<file path="src/rtl/hsv2rgb_pkg.sv">
package hsv2rgb_pkg;

  localparam int unsigned HUE_W  = 11;
  localparam int unsigned FRAC_W = 8;
  localparam int unsigned PORT_W = 8;

  typedef enum logic [2:0] {
    SEC_RED_YEL = 3'd0,
    SEC_YEL_GRN = 3'd1,
    SEC_GRN_CYN = 3'd2,
    SEC_CYN_BLU = 3'd3,
    SEC_BLU_MAG = 3'd4,
    SEC_MAG_RED = 3'd5
  } sector_e;

  typedef struct packed {
    logic    valid;
    sector_e sector;
  } stage_ctl_t;

  // hue sector wraps modulo six
  function automatic sector_e sector_of(input logic [2:0] code);
    sector_e sec;
    case (code)
      3'd0:    sec = SEC_RED_YEL;
      3'd1:    sec = SEC_YEL_GRN;
      3'd2:    sec = SEC_GRN_CYN;
      3'd3:    sec = SEC_CYN_BLU;
      3'd4:    sec = SEC_BLU_MAG;
      3'd5:    sec = SEC_MAG_RED;
      3'd6:    sec = SEC_RED_YEL;
      default: sec = SEC_YEL_GRN;
    endcase
    return sec;
  endfunction

endpackage

</file>
<file path="src/rtl/hsv2rgb_prep.sv">
module hsv2rgb_prep #(
  parameter int unsigned COMPONENT_BITS = 8
) (
  input  logic                                clk_i,
  input  logic                                rst_ni,
  input  logic                                start_i,
  input  logic [hsv2rgb_pkg::HUE_W-1:0]       hue_i,
  input  logic [hsv2rgb_pkg::PORT_W-1:0]      saturation_i,
  input  logic [hsv2rgb_pkg::PORT_W-1:0]      brightness_i,
  output hsv2rgb_pkg::stage_ctl_t             ctl_o,
  output logic [COMPONENT_BITS-1:0]           v_o,
  output logic [COMPONENT_BITS-1:0]           ms_o,
  output logic [COMPONENT_BITS+hsv2rgb_pkg::FRAC_W-1:0] qk_o,
  output logic [COMPONENT_BITS+hsv2rgb_pkg::FRAC_W-1:0] tk_o
);

  localparam int unsigned CB = COMPONENT_BITS;
  localparam int unsigned KW = CB + hsv2rgb_pkg::FRAC_W;
  localparam int unsigned EW = CB + hsv2rgb_pkg::PORT_W;
  localparam logic [CB-1:0] Max = CB'((1 << CB) - 1);
  localparam logic [KW-1:0] Full = KW'(Max) << hsv2rgb_pkg::FRAC_W;

  logic [EW-1:0] sat_ext, bri_ext;
  logic [CB-1:0] s, v;
  logic [hsv2rgb_pkg::FRAC_W-1:0] f;
  logic [KW-1:0] fs;

  hsv2rgb_pkg::stage_ctl_t ctl_d, ctl_q;
  logic [CB-1:0] v_q, ms_d, ms_q;
  logic [KW-1:0] qk_d, qk_q, tk_d, tk_q;

  // inputs are taken in their low component bits
  assign sat_ext = EW'(saturation_i);
  assign bri_ext = EW'(brightness_i);
  assign s       = sat_ext[CB-1:0];
  assign v       = bri_ext[CB-1:0];
  assign f       = hue_i[hsv2rgb_pkg::FRAC_W-1:0];

  assign fs   = KW'(f) * KW'(s);
  assign ms_d = Max - s;
  assign qk_d = Full - fs;
  // 256 * M - (256 - f) * s folded as 256 * (M - s) + f * s
  assign tk_d = (KW'(ms_d) << hsv2rgb_pkg::FRAC_W) + fs;

  assign ctl_d.valid  = start_i;
  assign ctl_d.sector = hsv2rgb_pkg::sector_of(hue_i[hsv2rgb_pkg::HUE_W-1:hsv2rgb_pkg::FRAC_W]);

  always_ff @(posedge clk_i or negedge rst_ni) begin
    if (!rst_ni) begin
      ctl_q <= '0;
    end else begin
      ctl_q <= ctl_d;
    end
  end

  always_ff @(posedge clk_i) begin
    v_q          <= v;
    ms_q         <= ms_d;
    qk_q         <= qk_d;
    tk_q         <= tk_d;
  end

  assign ctl_o = ctl_q;
  assign v_o   = v_q;
  assign ms_o  = ms_q;
  assign qk_o  = qk_q;
  assign tk_o  = tk_q;

endmodule

</file>
<file path="src/rtl/hsv2rgb_mul.sv">
module hsv2rgb_mul #(
  parameter int unsigned COMPONENT_BITS = 8
) (
  input  logic                                clk_i,
  input  logic                                rst_ni,
  input  hsv2rgb_pkg::stage_ctl_t             ctl_i,
  input  logic [COMPONENT_BITS-1:0]           v_i,
  input  logic [COMPONENT_BITS-1:0]           ms_i,
  input  logic [COMPONENT_BITS+hsv2rgb_pkg::FRAC_W-1:0] qk_i,
  input  logic [COMPONENT_BITS+hsv2rgb_pkg::FRAC_W-1:0] tk_i,
  output hsv2rgb_pkg::stage_ctl_t             ctl_o,
  output logic [COMPONENT_BITS-1:0]           v_o,
  output logic [2*COMPONENT_BITS-1:0]         np_o,
  output logic [2*COMPONENT_BITS-1:0]         nq_o,
  output logic [2*COMPONENT_BITS-1:0]         nt_o
);

  localparam int unsigned CB = COMPONENT_BITS;
  localparam int unsigned NW = 2 * CB;
  localparam int unsigned WW = NW + hsv2rgb_pkg::FRAC_W;
  localparam int unsigned Max = (1 << CB) - 1;
  localparam logic [NW-1:0] HalfMax  = NW'(Max / 2);
  // half of 256 * M, the rounding term for the sector fractions
  localparam logic [WW-1:0] HalfFull = WW'(Max) << (hsv2rgb_pkg::FRAC_W - 1);

  // stage two: products
  hsv2rgb_pkg::stage_ctl_t ctl2_q, ctl3_q;
  logic [CB-1:0] v2_q, v3_q;
  logic [NW-1:0] pm_d, pm_q;
  logic [WW-1:0] qm_d, qm_q, tm_d, tm_q;

  // stage three: rounded numerators over M
  logic [NW-1:0] np_d, np_q, nq_d, nq_q, nt_d, nt_q;
  logic [WW-1:0] qsum, tsum;

  assign pm_d = NW'(v_i) * NW'(ms_i);
  assign qm_d = WW'(v_i) * WW'(qk_i);
  assign tm_d = WW'(v_i) * WW'(tk_i);

  assign np_d = pm_q + HalfMax;
  assign qsum = qm_q + HalfFull;
  assign tsum = tm_q + HalfFull;
  assign nq_d = qsum[WW-1:hsv2rgb_pkg::FRAC_W];
  assign nt_d = tsum[WW-1:hsv2rgb_pkg::FRAC_W];

  always_ff @(posedge clk_i or negedge rst_ni) begin
    if (!rst_ni) begin
      ctl2_q <= '0;
      ctl3_q <= '0;
    end else begin
      ctl2_q <= ctl_i;
      ctl3_q <= ctl2_q;
    end
  end

  always_ff @(posedge clk_i) begin
    v2_q          <= v_i;
    pm_q          <= pm_d;
    qm_q          <= qm_d;
    tm_q          <= tm_d;
    v3_q          <= v2_q;
    np_q          <= np_d;
    nq_q          <= nq_d;
    nt_q          <= nt_d;
  end

  assign ctl_o = ctl3_q;
  assign v_o   = v3_q;
  assign np_o  = np_q;
  assign nq_o  = nq_q;
  assign nt_o  = nt_q;

endmodule

</file>
<file path="src/rtl/hsv2rgb_div.sv">
module hsv2rgb_div #(
  parameter int unsigned COMPONENT_BITS = 8
) (
  input  logic                            clk_i,
  input  logic                            rst_ni,
  input  hsv2rgb_pkg::stage_ctl_t         ctl_i,
  input  logic [COMPONENT_BITS-1:0]       v_i,
  input  logic [2*COMPONENT_BITS-1:0]     np_i,
  input  logic [2*COMPONENT_BITS-1:0]     nq_i,
  input  logic [2*COMPONENT_BITS-1:0]     nt_i,
  output logic                            valid_o,
  output logic [hsv2rgb_pkg::PORT_W-1:0]  red_o,
  output logic [hsv2rgb_pkg::PORT_W-1:0]  green_o,
  output logic [hsv2rgb_pkg::PORT_W-1:0]  blue_o
);

  localparam int unsigned CB = COMPONENT_BITS;
  localparam int unsigned NW = 2 * CB;
  localparam int unsigned EW = CB + hsv2rgb_pkg::PORT_W;

  // floor(n / (2^CB - 1)) for n below (2^CB - 1) * 2^CB
  function automatic logic [CB-1:0] div_max(input logic [NW-1:0] n);
    logic [NW:0] acc;
    acc = {1'b0, n} + (NW+1)'(n >> CB) + (NW+1)'(1);
    return acc[NW-1:CB];
  endfunction

  logic [CB-1:0] p, q, t, r_d, g_d, b_d;
  logic [EW-1:0] r_ext, g_ext, b_ext;
  logic valid_q;
  logic [hsv2rgb_pkg::PORT_W-1:0] red_q, green_q, blue_q;

  assign p = div_max(np_i);
  assign q = div_max(nq_i);
  assign t = div_max(nt_i);

  always_comb begin
    case (ctl_i.sector)
      hsv2rgb_pkg::SEC_RED_YEL: begin r_d = v_i; g_d = t;   b_d = p;   end
      hsv2rgb_pkg::SEC_YEL_GRN: begin r_d = q;   g_d = v_i; b_d = p;   end
      hsv2rgb_pkg::SEC_GRN_CYN: begin r_d = p;   g_d = v_i; b_d = t;   end
      hsv2rgb_pkg::SEC_CYN_BLU: begin r_d = p;   g_d = q;   b_d = v_i; end
      hsv2rgb_pkg::SEC_BLU_MAG: begin r_d = t;   g_d = p;   b_d = v_i; end
      default:                  begin r_d = v_i; g_d = p;   b_d = q;   end
    endcase
  end

  assign r_ext = EW'(r_d);
  assign g_ext = EW'(g_d);
  assign b_ext = EW'(b_d);

  always_ff @(posedge clk_i or negedge rst_ni) begin
    if (!rst_ni) begin
      valid_q <= 1'b0;
    end else begin
      valid_q <= ctl_i.valid;
    end
  end

  always_ff @(posedge clk_i) begin
    red_q   <= r_ext[hsv2rgb_pkg::PORT_W-1:0];
    green_q <= g_ext[hsv2rgb_pkg::PORT_W-1:0];
    blue_q  <= b_ext[hsv2rgb_pkg::PORT_W-1:0];
  end

  assign valid_o = valid_q;
  assign red_o   = red_q;
  assign green_o = green_q;
  assign blue_o  = blue_q;

endmodule

</file>
<file path="src/rtl/hsv_to_rgb.sv">
// HSV to RGB pixel converter. One pixel is taken in every clock cycle (busy is
// always low); its red, green and blue come out on a single-cycle valid_o
// strobe; the receiver cannot stall, so each result must be caught in the
// cycle it appears. There are four register stages: sector decode and f*s,
// the three v products, rounding, and the division by full scale with sector
// routing. Hue carries 256 steps per 60-degree sector in its low 8 bits;
// sectors six and seven wrap to zero and one.
module hsv_to_rgb #(
  parameter int unsigned COMPONENT_BITS = 8
) (
  input  logic                                clk_i,
  input  logic                                rst_ni,
  input  logic                                start,
  output logic                                busy,
  input  logic [hsv2rgb_pkg::HUE_W-1:0]       hue_i,
  input  logic [hsv2rgb_pkg::PORT_W-1:0]      saturation_i,
  input  logic [hsv2rgb_pkg::PORT_W-1:0]      brightness_i,
  output logic                                valid_o,
  output logic [hsv2rgb_pkg::PORT_W-1:0]      red_o,
  output logic [hsv2rgb_pkg::PORT_W-1:0]      green_o,
  output logic [hsv2rgb_pkg::PORT_W-1:0]      blue_o
);

  localparam int unsigned CB = COMPONENT_BITS;
  localparam int unsigned KW = CB + hsv2rgb_pkg::FRAC_W;

  hsv2rgb_pkg::stage_ctl_t ctl1, ctl3;
  logic [CB-1:0] v1, v3, ms1;
  logic [KW-1:0] qk1, tk1;
  logic [2*CB-1:0] np3, nq3, nt3;

  assign busy = 1'b0;

  hsv2rgb_prep #(.COMPONENT_BITS(CB)) u_prep (
    .clk_i        (clk_i),
    .rst_ni       (rst_ni),
    .start_i      (start),
    .hue_i        (hue_i),
    .saturation_i (saturation_i),
    .brightness_i (brightness_i),
    .ctl_o        (ctl1),
    .v_o          (v1),
    .ms_o         (ms1),
    .qk_o         (qk1),
    .tk_o         (tk1)
  );

  hsv2rgb_mul #(.COMPONENT_BITS(CB)) u_mul (
    .clk_i  (clk_i),
    .rst_ni (rst_ni),
    .ctl_i  (ctl1),
    .v_i    (v1),
    .ms_i   (ms1),
    .qk_i   (qk1),
    .tk_i   (tk1),
    .ctl_o  (ctl3),
    .v_o    (v3),
    .np_o   (np3),
    .nq_o   (nq3),
    .nt_o   (nt3)
  );

  hsv2rgb_div #(.COMPONENT_BITS(CB)) u_div (
    .clk_i   (clk_i),
    .rst_ni  (rst_ni),
    .ctl_i   (ctl3),
    .v_i     (v3),
    .np_i    (np3),
    .nq_i    (nq3),
    .nt_i    (nt3),
    .valid_o (valid_o),
    .red_o   (red_o),
    .green_o (green_o),
    .blue_o  (blue_o)
  );

  // every transaction yields a result strobe
  a_latency: assert property (@(posedge clk_i) disable iff (!rst_ni)
    start |-> ##4 valid_o)
    else $error("result strobe missing four cycles after a transaction");

  a_no_spurious: assert property (@(posedge clk_i) disable iff (!rst_ni)
    valid_o |-> $past(start, 4))
    else $error("result strobe without a transaction");

  // no component may exceed the value input
  a_bounded: assert property (@(posedge clk_i) disable iff (!rst_ni)
    start |-> ##4 ((red_o <= $past(brightness_i, 4)) && (green_o <= $past(brightness_i, 4))
                   && (blue_o <= $past(brightness_i, 4))))
    else $error("component above value");

  // zero saturation gives a gray pixel
  a_gray: assert property (@(posedge clk_i) disable iff (!rst_ni)
    (start && (saturation_i == '0)) |-> ##4 ((red_o == green_o) && (green_o == blue_o)))
    else $error("gray pixel not gray");

endmodule

</file>
<file path="config.mk">
export PLATFORM = sky130hd
export DESIGN_NAME = hsv_to_rgb
export DESIGN_NICKNAME = d
export VERILOG_FILES = /design/src/rtl/hsv2rgb_pkg.sv /design/src/rtl/hsv2rgb_prep.sv /design/src/rtl/hsv2rgb_mul.sv /design/src/rtl/hsv2rgb_div.sv /design/src/rtl/hsv_to_rgb.sv
export SDC_FILE = /design/constraint.sdc
export NUM_CORES = 1
export LEC_CHECK = 0
export ABC_AREA = 1
export BUFFER_PORTS_ARGS = -buffer_cell sky130_fd_sc_hd__buf_2
export CORE_UTILIZATION = 65
export CTS_CLUSTER_DIAMETER = 60
export CTS_CLUSTER_SIZE = 14
export DETAILED_ROUTE_END_ITERATION = 10
export PLACE_DENSITY = 0.81
export SYNTH_ARGS = -nofsm -noshare
export SYNTH_HDL_FRONTEND = slang
export SYNTH_SLANG_ARGS = --single-unit
</file>
<file path="constraint.sdc">
create_clock -name clk_i -period 6.28 [get_ports clk_i]
set_input_delay 0.942 -clock clk_i [delete_from_list [all_inputs] [get_ports clk_i]]
set_output_delay 0.942 -clock clk_i [all_outputs]
set_load 0.01 [all_outputs]
</file>
======== Word level (Yosys, flattened, before mapping) ========
Cells that the tools add are included.
W data, S select, Z words.
word-level totals
  bits in registers ....................... 213
  output and inout bits ................... 26
cells by class
  eq/ne operators ......................... 9
  multipliers ............................. 4
  reductions and logical operators ........ 7
  $add $sub $neg .......................... 12
  multiplexer cells ....................... 4
operators with widths
  operator                  number
  $pmux W8 S3               3
  $add A16 B1 Y16 const B   3
  $add A16 B8 Y16           3
  $add A24 B15 Y24 const B  2
  $mul A8 B16 Y24           2
  $mul A8 B8 Y16            2
  $add A16 B16 Y16          1
  $add A16 B7 Y16 const B   1
  $sub A16 B16 Y16 const A  1
  $pmux W3 S5               1
  $eq A3 B2 Y1 const B      4
  $eq A3 B3 Y1 const B      4
  $reduce_or A2 Y1          5
  $sub A8 B8 Y8 const A     1
  $logic_not A3 Y1          2
  $eq A3 B1 Y1 const B      1

======== Longest topological paths before layout ========
Gate-level depths: netlist (run 1).
  depth in word-level cells ............... 3
  mapped depth ............................ 27

======== Hierarchy ========
From an unflattened synthesis (run 1), not the netlist that was laid out.
unflattened totals
  cell total of the unflattened synthesis .. 2971
  area, all modules ....................... 21458.1 um^2
by module, submodules not included
  module        cells an instance  times used  area each (um^2)
  hsv2rgb_mul   1893               1           14320.0
  hsv2rgb_prep  552                1           4215.3
  hsv2rgb_div   524                1           2911.5
  hsv_to_rgb    2                  1           11.3

======== Worst setup path before layout (run 1) ========
No wires, ideal clock.
  path kind ............................... input -> register
  from .................................... input saturation_i[7] (netlist bit)
  to ...................................... register u_prep.tk_q[14] (netlist: u_prep.tk_o[14])
  data arrival time ....................... 5.331 ns
  path buffers ............................ 1
  library setup time ...................... 0.072 ns
  stages .................................. 23
  slack ................................... 0.877 ns
  cell sequence ........................... clkbuf_1 > nand2_1 > inv_1 > fa_1 > fa_1 > fa_1 > inv_1 > fa_1 > inv_1 > ha_1 > nand2_1 > inv_1 > nand2_1 > nand3_1 > nand2_1 > nand2_2 > fa_1 > nand2_1 > nand2_1 > a21oi_1 > o21ai_0 > a21oi_1 > xnor2_1
between the ends
  longest elaborated chain between the ends .. 2
ends and longest elaborated chain
  what                    line                text
  start: declaration      hsv_to_rgb.sv:16    input logic [hsv2rgb_pkg::PORT_W-1:0] saturation_i,
  $mul A8 B8 Y16          hsv2rgb_prep.sv:39  assign fs = KW'(f) * KW'(s);
  $add A16 B16 Y16        hsv2rgb_prep.sv:43  assign tk_d = (KW'(ms_d) << hsv2rgb_pkg::FRAC_W) + fs;
  via u_prep.tk_d[14]     hsv2rgb_prep.sv:30  logic [KW-1:0] qk_d, qk_q, tk_d, tk_q;
  end signal: assignment  hsv2rgb_prep.sv:60  tk_q <= tk_d;
  end: declaration        hsv2rgb_prep.sv:30
The timed path passes the listed nets, and every way through them passes these cells.

======== Worst setup path in the final report (run 1) ========
  from .................................... input hue_i[1] (netlist bit)
  to ...................................... register u_prep.tk_q[14] (netlist: u_prep.tk_o[14])
between the ends
  longest elaborated chain between the ends .. 2
ends and longest elaborated chain
  what                 line                text
  start: declaration   hsv_to_rgb.sv:15    input logic [hsv2rgb_pkg::HUE_W-1:0] hue_i,
  $mul A8 B8 Y16       hsv2rgb_prep.sv:39
  $add A16 B16 Y16     hsv2rgb_prep.sv:43
  via u_prep.tk_d[14]  hsv2rgb_prep.sv:30
The timed path passes the listed nets, and every way through them passes these cells.

==> results.txt, run 1 <==
- Routed Wire Length: ~48 mm
* Pre-CTS setup slack: 0.562 ns
- Setup violations remaining at the end of the flow were counted as 0.
- Summed over its instances, the top area cell type makes up 23.1% of the synthesized netlist area.
* Clock-pin slew on the worst setup and hold paths: approximately 0.090 ns
- The number of gates resized after CTS was 0.
- In the final layout, the share of cells above drive strength 1 is roughly 4.6%.
* CTS max path bufs: 2
* Worst hold path startpoint: u_mul.v2_q[1]
- Pin placement for this block handled 56 I/O pins.
- Entering global routing, the biggest net connects 41 pins.
- The clock period could shrink to between 5 and 6 ns.
- For this run, the total global-route usage over all layers was measured as a little under a third.
* Worst Path Max Fanout: 8
- Element type at the critical path end: flip-flop
- Worst Reg2Reg Path Length in Cells: 15
* CTS sink count: 198
* Core region area: 31000 µm²
- Once the clock tree was built, the setup fixing pass inserted 0 buffers.
- Endpoint, Worst Hold: u_mul.v_o[1]
- Area used by multi-input combinational logic: ~14000 µm²
* Post-DRT Antenna Nets: 0
- The startpoint identified for the worst register-to-register timing path is u_prep.v_o[7].
- Remaining Overflow, GRT: 0
- Die area: approximately 33000 µm²
- Worst stage delay on the critical path: roughly 0.56 ns
- The worst register-to-register path has a setup slack of around 1.2 ns.
- In this run, synthesis produced a sequential element count of just under 200.
- Setup repair after global routing missed its margin: no
* Fin crit share: between 80% and 90%
- Dpl hpwl: between 30 and 40 mm
- Most frequent cells in the layout: nand2_1 (721), inv_1 (704), fa_1 (239), ha_1 (186), dfxtp_1 (185)
* Effective utilization at floorplan: between 60% and 70%
- Final-layout setup total negative slack: 0 ns
- Mapped cell area: around 21000 µm²
- The H-tree was split into 4 levels.
- The routed layout has roughly 17000 vias.
- The largest total area in the synthesized netlist belongs to fa_1.
- Num CTS Buffers: 17
- The final count of hold timing violations came to 0.
- Critical Path Most Common Cell: nand2_1
* Yosys warning total: 0
- Max-cap violations in this run came to 0.
- The cell sitting at the root of the clock tree is a clkbuf_16.
* Worst-Skew Late Latency: 0.46 ns
* DRC errors left: 0
* Transition at the pin with the smallest max-transition slack: between 0.9 and 1 ns
- TritonCTS clock tree: done
- After detailed routing, the number of vias per cell comes to about 5.3.
- Headroom to the max-slew limit came out at 36.6%.
- Critical path data required time: 6.67 ns
- Commonest register cell after synthesis: dfxtp_1
- Number of enable-type register cells in the synthesized netlist: 0
* Count of distinct cell types in the synthesized netlist: 46
* Layout-stage area growth over the synthesis result: 5.49%
- Yosys attributes the largest share of cell area to fa_1 (23%), dfxtp_1 (18%), nand2_1 (13%).
* Detailed-route wire length per cell: 15.0 µm
- Depth of the worst hold-timing path: 0
* Number of standard cells after synthesis: 2805
* First-iteration detailed-routing DRC count: approximately 1100
- The first global-routing pass estimated 82.4 mm of wire.
* Number of detailed-route iterations in the first pass: 6
- Vias in the first global route: approximately 18000
* Category of the worst setup path launch point: input pin
- For this run, asynchronously set or reset flops after synthesis account for under 10%.
- Final number of max-transition violations: 0
- The kind of cell with the highest combined delay along the critical path is adder cells.
- The critical path is of the in -> reg type.
- The congestion estimate from routability-driven global placement came to between 0.9 and 1.
* PnR worst setup slack: 1.03 ns
* Area of all sequential standard cells: 4030 µm²
- Number of input and output port buffers inserted: 54
- Arrival time worst endpoint: approximately 5.6 ns
- Post-synthesis net count: about 3300
* Mean cell area of the mapped netlist: 7.38 µm²
- Slowest library cell on the worst path: fa_1
* Fin Clk Skew: about 0.014 ns
* Max Clk Rate: 191 MHz
- Buffers & Inverters on Critical Path: 5
* Worst reg2reg endpoint: u_mul.qm_q[20]
- Traced cell by cell, the critical path runs through buf_2 -> nand2_1 -> inv_1 -> fa_1 -> fa_1 -> fa_1 -> inv_1 -> fa_1 -> inv_1 -> ha_1 -> nand2_1 -> inv_1 -> nand2_1 -> nand3_1 -> nand2_1 -> nand2_2 -> fa_1 -> nand2_1 -> nand2_1 -> a21oi_1 -> o21ai_0 -> a21oi_1 -> xnor2_1.
- The number of antenna violations at the first check in global routing came to 0.
- Commonest non-fill, non-tap cell in the layout: nand2_1
* Filler Cell Count: approximately 2500
- At the end of the flow, the number of nets in the layout was approximately 3300.
- The path class of the tightest hold or removal check is reg -> reg.
- The floorplan step set the die height to 180 µm.
- Floorplan die width: ~180 µm
- The floorplan has 64 rows.
- Result of the run: finished, final reports clean
* Share of the yosys chip area belonging to registers: between 10% and 20%
* Antenna diodes: 0
* Number of buffers added to fix hold violations after cts: 0
-- synth_stat cells, types with 11 or more instances --
library cell,count
nand2_1,721
inv_1,704
fa_1,239
ha_1,186
dfxtp_1,185
nand3_1,159
nor2_1,135
a21oi_1,74
xor2_1,59
nand4_1,53
o21ai_0,43
clkbuf_1,41
xnor2_1,33
clkbuf_2,29
nor3_1,23
dfrtp_1,13
buf_2,11
o21bai_1,11
-- worst max path at each step --
stage | end | start | cells after the start | slack (ns)
after global placement | u_prep.tk_o[14] | saturation_i[7] | 23 | 0.66
final | u_prep.tk_o[14] | hue_i[1] | 23 | 1.03
after global routing | u_prep.tk_o[15] | hue_i[1] | 25 | 0.68
after CTS | u_prep.tk_o[14] | saturation_i[7] | 23 | 1.03
after floorplan | u_prep.tk_o[14] | saturation_i[7] | 23 | 0.88
after detailed placement | u_prep.tk_o[14] | saturation_i[7] | 23 | 0.56
-- per-layer routing --
layer	track usage, %	routed length [µm]
met1	38.1	20000
met2	56.3	24000
met3	3.52	2630
met4	12.6	1620
met5	0	0
-- final cells by class --
cell class,count,area share (%)
Multi-Input combinational cell,1814,62.4
Sequential cell,198,18.5
Inverter,704,12.1
Tap cell,396,2.27
Clock buffer,17,1.95
Timing Repair Buffer,68,1.72
Clock inverter,15,1.06
-- stage by stage --
step / hold WS [ns] / utilization, % / cell area, µm² / instances
after global placement: 0.311 / 68.3 / 21200 / 3180
after global routing: 0.338 / 70.4 / 21800 / 3212
after CTS: 0.327 / 70.4 / 21800 / 3212
after floorplan: 0.310 / - / 20700 / 2805
after detailed placement: 0.316 / 68.3 / 21200 / 3180
final: 0.324 / 70.4 / 21800 / 3212
-- flip-flops by register name (all words and copies together) (netlist names), 8 cells and up --
register / count
u_prep.ms_o: 8
u_mul.nq_o: 16
u_mul.qm_q: 17
u_mul.v2_q: 8
u_prep.v_o: 8
u_div.green_o: 8
u_mul.pm_q: 16
u_mul.v_o: 8
u_prep.qk_o: 16
u_div.blue_o: 8
u_prep.tk_o: 15
u_div.red_o: 8
u_mul.tm_q: 17
u_mul.nt_o: 16
u_mul.np_o: 16
-- logic make-up (layout without fill, tap and decap cells) --
kind of cell	after synthesis	after routing	share of synthesized area, %
xor gates and xnor gates	93	93	3.97
AOI/OAI and AO/OA	165	165	4.60
and+or+nand+nor	1130	1130	22.9
other	1	1	0.0181
buffers and inverters	793	804	14.7
adders and majority gates	425	425	34.4
DFF	198	198	19.5
Power of run 1 is not shown: default switching activity piles up to over one toggle a cycle in this logic, so the estimate is an artifact.
==> run 2: changes to the inputs <==
ABC_AREA = 0   (was 1)
CORE_UTILIZATION = 58   (was 65)
PLACE_DENSITY = 0.76   (was 0.81)
clock period = 4.8 ns   (was 6.28 ns; I/O delays follow)
==> results.txt, run 2 <==
- Fin Clk Skew: 0.0160 ns (+0.00163 ns)
- Max transition margin: 41.1% (+4.5 points)
- Vias in the first global route: 15300 (-14%)
- Category of the worst setup path launch point: flip-flop
- Slowest library cell on the worst path: fa_1
* DRC errors left: 0 (unchanged)
- From synthesis to final layout, the design area changed by 20.0%.
* Setup repair after global routing missed its margin: yes
* Termination of the worst setup path: u_mul.tm_q[17]
* Nets: 2685 (-18%)
* Dpl cells: 2570 (-19%)
- Worst Path Max Fanout: 3 (-5)
- Most frequent cells in the layout: inv_1 (311), fa_1 (231), and2_1 (211), nand2_1 (207), buf_4 (177)
- Number of detailed-route iterations in the first pass: 7 (+1)
- The worst path setup slack after routing is -0.297 ns (-1.33 ns).
- The average size of a mapped cell came to 9.33 µm² (+26%).
* Floorplan die width: 181 µm (+0.35%)
- The total CTS buffers is 17 (unchanged).
- The vias after detailed routing came to 14400 (-16%).
- The final count of negative-setup-slack endpoints was 16 (+16).
- Transition at the pin with the smallest max-transition slack: 0.884 ns (-0.0658 ns)
* Via density per instance: 5.46 (+2.1%)
- The tree is rooted in a clkbuf_16.
- Yosys warning total: 0 (unchanged)
* Max Clk Rate: between 150 and 200 MHz
- The fraction of layout cells with a size suffix above 1 is 20.4% (+16 points).
* Count of distinct cell types in the synthesized netlist: 75 (+63%)
- Post-synthesis net count: 2448 (-25%)
- Type of the most critical hold path: in -> async
* Fin crit share: 106%
- Dominant cells by area after synthesis: fa_1 (26%), dfxtp_1 (20%), ha_1 (13%)
- Worst Reg2Reg Path Length in Cells: 19 (+4)
- Filler Cell Count: 2186 (-13%)
- The synthesized-area fraction occupied by ao, oa, aoi and oai cells was 7.46% (+2.9 points).
- CTS max path bufs: 2 (unchanged)
* Start-to-end type of the worst setup path: reg -> reg
- Post-DRT Antenna Nets: 0 (unchanged)
* Simple-gate share of the synthesized area: 17.7% (-5.1 points)
* R2R setup slack: -0.30 ns (-1.45 ns)
- I/O pin cnt: 56 (unchanged)
- Number of input and output port buffers inserted: 54 (unchanged)
* Share of the yosys chip area belonging to registers: 21.7% (+2.2 points)
- Result of the run: complete, but fails checks
- Weighted congestion reported at the end of routability-driven placement: 0.900 (-3.4%)
- Area share of xor/xnor cells in the synthesized design: 6.36% (+2.4 points)
- The die footprint is 32800 µm² (+0.71%).
- Number of standard cells after synthesis: 1993 (-29%)
* H-tree Lvls: 4 (unchanged)
- Counting I/O delays and the setup requirement, the final critical path takes 5.10 ns.
* Yosys top cell area share: 25.7% (+2.6 points)
- The die extent in y was 181 µm (+0.35%).
- Commonest non-fill, non-tap cell in the layout: inv_1
- Source of the critical timing path: u_prep.v_o[2]
- The total grt overflow is 0 (unchanged).
- First-iteration detailed-routing DRC count: 736 (-32%)
* Critical path data required time: 5.13 ns (-1.54 ns)
* Antenna violations before repair: 2 (+2)
- Dpl hpwl: 33.9 mm (-13%)
- Critical Path Most Common Cell: fa_1
- The worst setup path is captured at a flip-flop.
- The data arrival time of the critical path came to 5.43 ns (-0.21 ns).
- The proportion of synthesized area in mux cells was 0.902% (+0.90 points).
- The endpoint identified for the worst register-to-register timing path is u_mul.tm_q[17].
* Share of the core filled with cells in the final layout: 70.7% (+0.30 points)
- The final count of hold timing violations came to 0 (unchanged).
- First-pass GRT wire length: 73.4 mm (-11%)
* Core Rows: 65 (+1.6%)
- Final number of max-transition violations: 0 (unchanged)
- The peak per-stage delay on the critical path is 0.53 ns (-0.03 ns).
- Pin count of the biggest net entering global routing: 33 (-20%)
- The most used flip-flop cell after synthesis is dfxtp_1.
- CTS sink count: 198 (unchanged)
- Non-filler cells in the finished layout: 2646 (-18%)
- GRT Total Usage: 28.1% (-3.1 points)
* Detailed-route wire length per cell: 17.5 µm (+16%)
* Async set or reset register ratio after synthesis: 6.57% (unchanged)
* Clock-pin slew on the worst setup and hold paths: 0.08 ns (about the same)
- In the final layout, the registers with the most flip-flops are u_mul.qm_q (17), u_mul.tm_q (17).
- inv_1 is the most common cell in the netlist.
- Crit Reg-Reg Startpoint: u_prep.v_o[2]
* Effective utilization at floorplan: 58.9% (-7.8 points)
* Routed Wire Length: 46.3 mm (-4.1%)
- The cell area after technology mapping came to 18600 µm² (-10%).
* TritonCTS clock tree: done
- The count of flip-flops with a built-in enable after synthesis was 0 (unchanged).
- Failing checks: negative setup slack
- The signal on the critical path passes through buf_12 -> buf_6 -> and2_4 -> fa_1 -> inv_2 -> fa_1 -> fa_1 -> inv_2 -> fa_1 -> ha_4 -> a41oi_2 -> o21ai_1 -> a31oi_1 -> buf_4 -> o21ai_4 -> or2_4 -> a221o_1 -> a21oi_2 -> xnor2_2.
- Post-synthesis cell type with the largest combined area: fa_1
* Total of flip-flops plus latches after synthesis: 198 (unchanged)
* Combinational family with the most area after synthesis: adder cells
* Commonest cells in the synthesized netlist: inv_1 (328), fa_1 (239), and2_1 (229)
- Number of buffers added to fix hold violations after cts: 0 (unchanged)
- Core region area: 31600 µm² (+1.8%)
- The number of max-capacitance violations reported came to 0 (unchanged).
- The clock latency on the worst-skew pair was 0.45 ns (about the same).
- Area share of fa/ha/maj cells after synthesis: 38.3% (+3.9 points)
## run 2: cell types whose count changed in the layout (fill, tap and decap cells not counted), sizes merged, moves of 15 or more
cell	change
a21oi	-17
and2	+234
buf	+196
inv	-379
nand2	-509
nand3	-152
nand4	-45
nor2	-61
nor2b	+15
xnor2	+46
## run 2: layout make-up
class	count	area [µm²]	share of cell area (%)
Timing Repair Buffer	265	2110	9.48
Tap cell	402	503	2.25
Antenna cell	1	2.50	0.0112
Clock buffer	18	429	1.92
Clock inverter	14	160	0.718
Multi-Input combinational cell	1420	13800	61.9
Sequential cell	198	4060	18.2
Inverter	328	1230	5.52
## run 2: per-layer routing
metal  share of wire (%)  wire [µm]  GRT usage [%]  up-vias
li1                    -          -              -     6731
met1                  39      18100           32.4     7072
met2                  52      23900           51.8      492
met3                 4.8       2220           3.51      147
met4                 4.4       2050           13.2        2
met5               0.026         12              0        -
## run 2: per-stage QoR
step                      setup TNS [ns]  cell area, µm²  setup WS (ns)  hold slack (ns)
after floorplan                   -0.694           18700         -0.362            0.310
after global placement             -5.83           20600         -0.576            0.313
after detailed placement           -8.34           20600         -0.723            0.314
after CTS                          -1.08           21800         -0.168            0.146
after global routing               -3.91           22300         -0.369            0.155
final                              -2.25           22300         -0.297            0.146
## run 2: worst max-delay path: cells and delay by family, from the launching register on
| family | cells | cell delay (ns) |
|---|---|---|
| flops | 1 | 0.37 |
| buf+inv | 5 | 0.56 |
| simple gates | 2 | 0.42 |
| compound gates | 6 | 1.21 |
| fa+ha+maj | 5 | 2.25 |
| xor+xnor | 1 | 0.17 |
## run 2: worst min path at each step
stage	slack, ns	end	start
floorplan	0.31	u_mul.v_o[0]	u_mul.v2_q[0]
CTS	0.15	u_div.valid_o	rst_ni
finish	0.15	u_mul.ctl_o[3]	rst_ni
global route	0.16	u_div.valid_o	rst_ni
detailed placement	0.31	u_mul.v_o[3]	u_mul.v2_q[3]
global placement	0.31	u_mul.v_o[3]	u_mul.v2_q[3]
## run 2: logic make-up after synthesis
family	Yosys count
simple gates	641
fa+ha+maj	425
xor+xnor	135
other cells	1
flops	198
mux	16
compound gates	202
buf+inv	375
## run 2: repair_timing
item                                   CTS  global route
endpoints found under the hold margin    0             0
setup endpoints to repair               24            32
buffers inserted                        25            29
resized for setup                      103            92
pin swaps                               55            67
cloned                                   1             1
Power of run 2 is left out for the same reason.
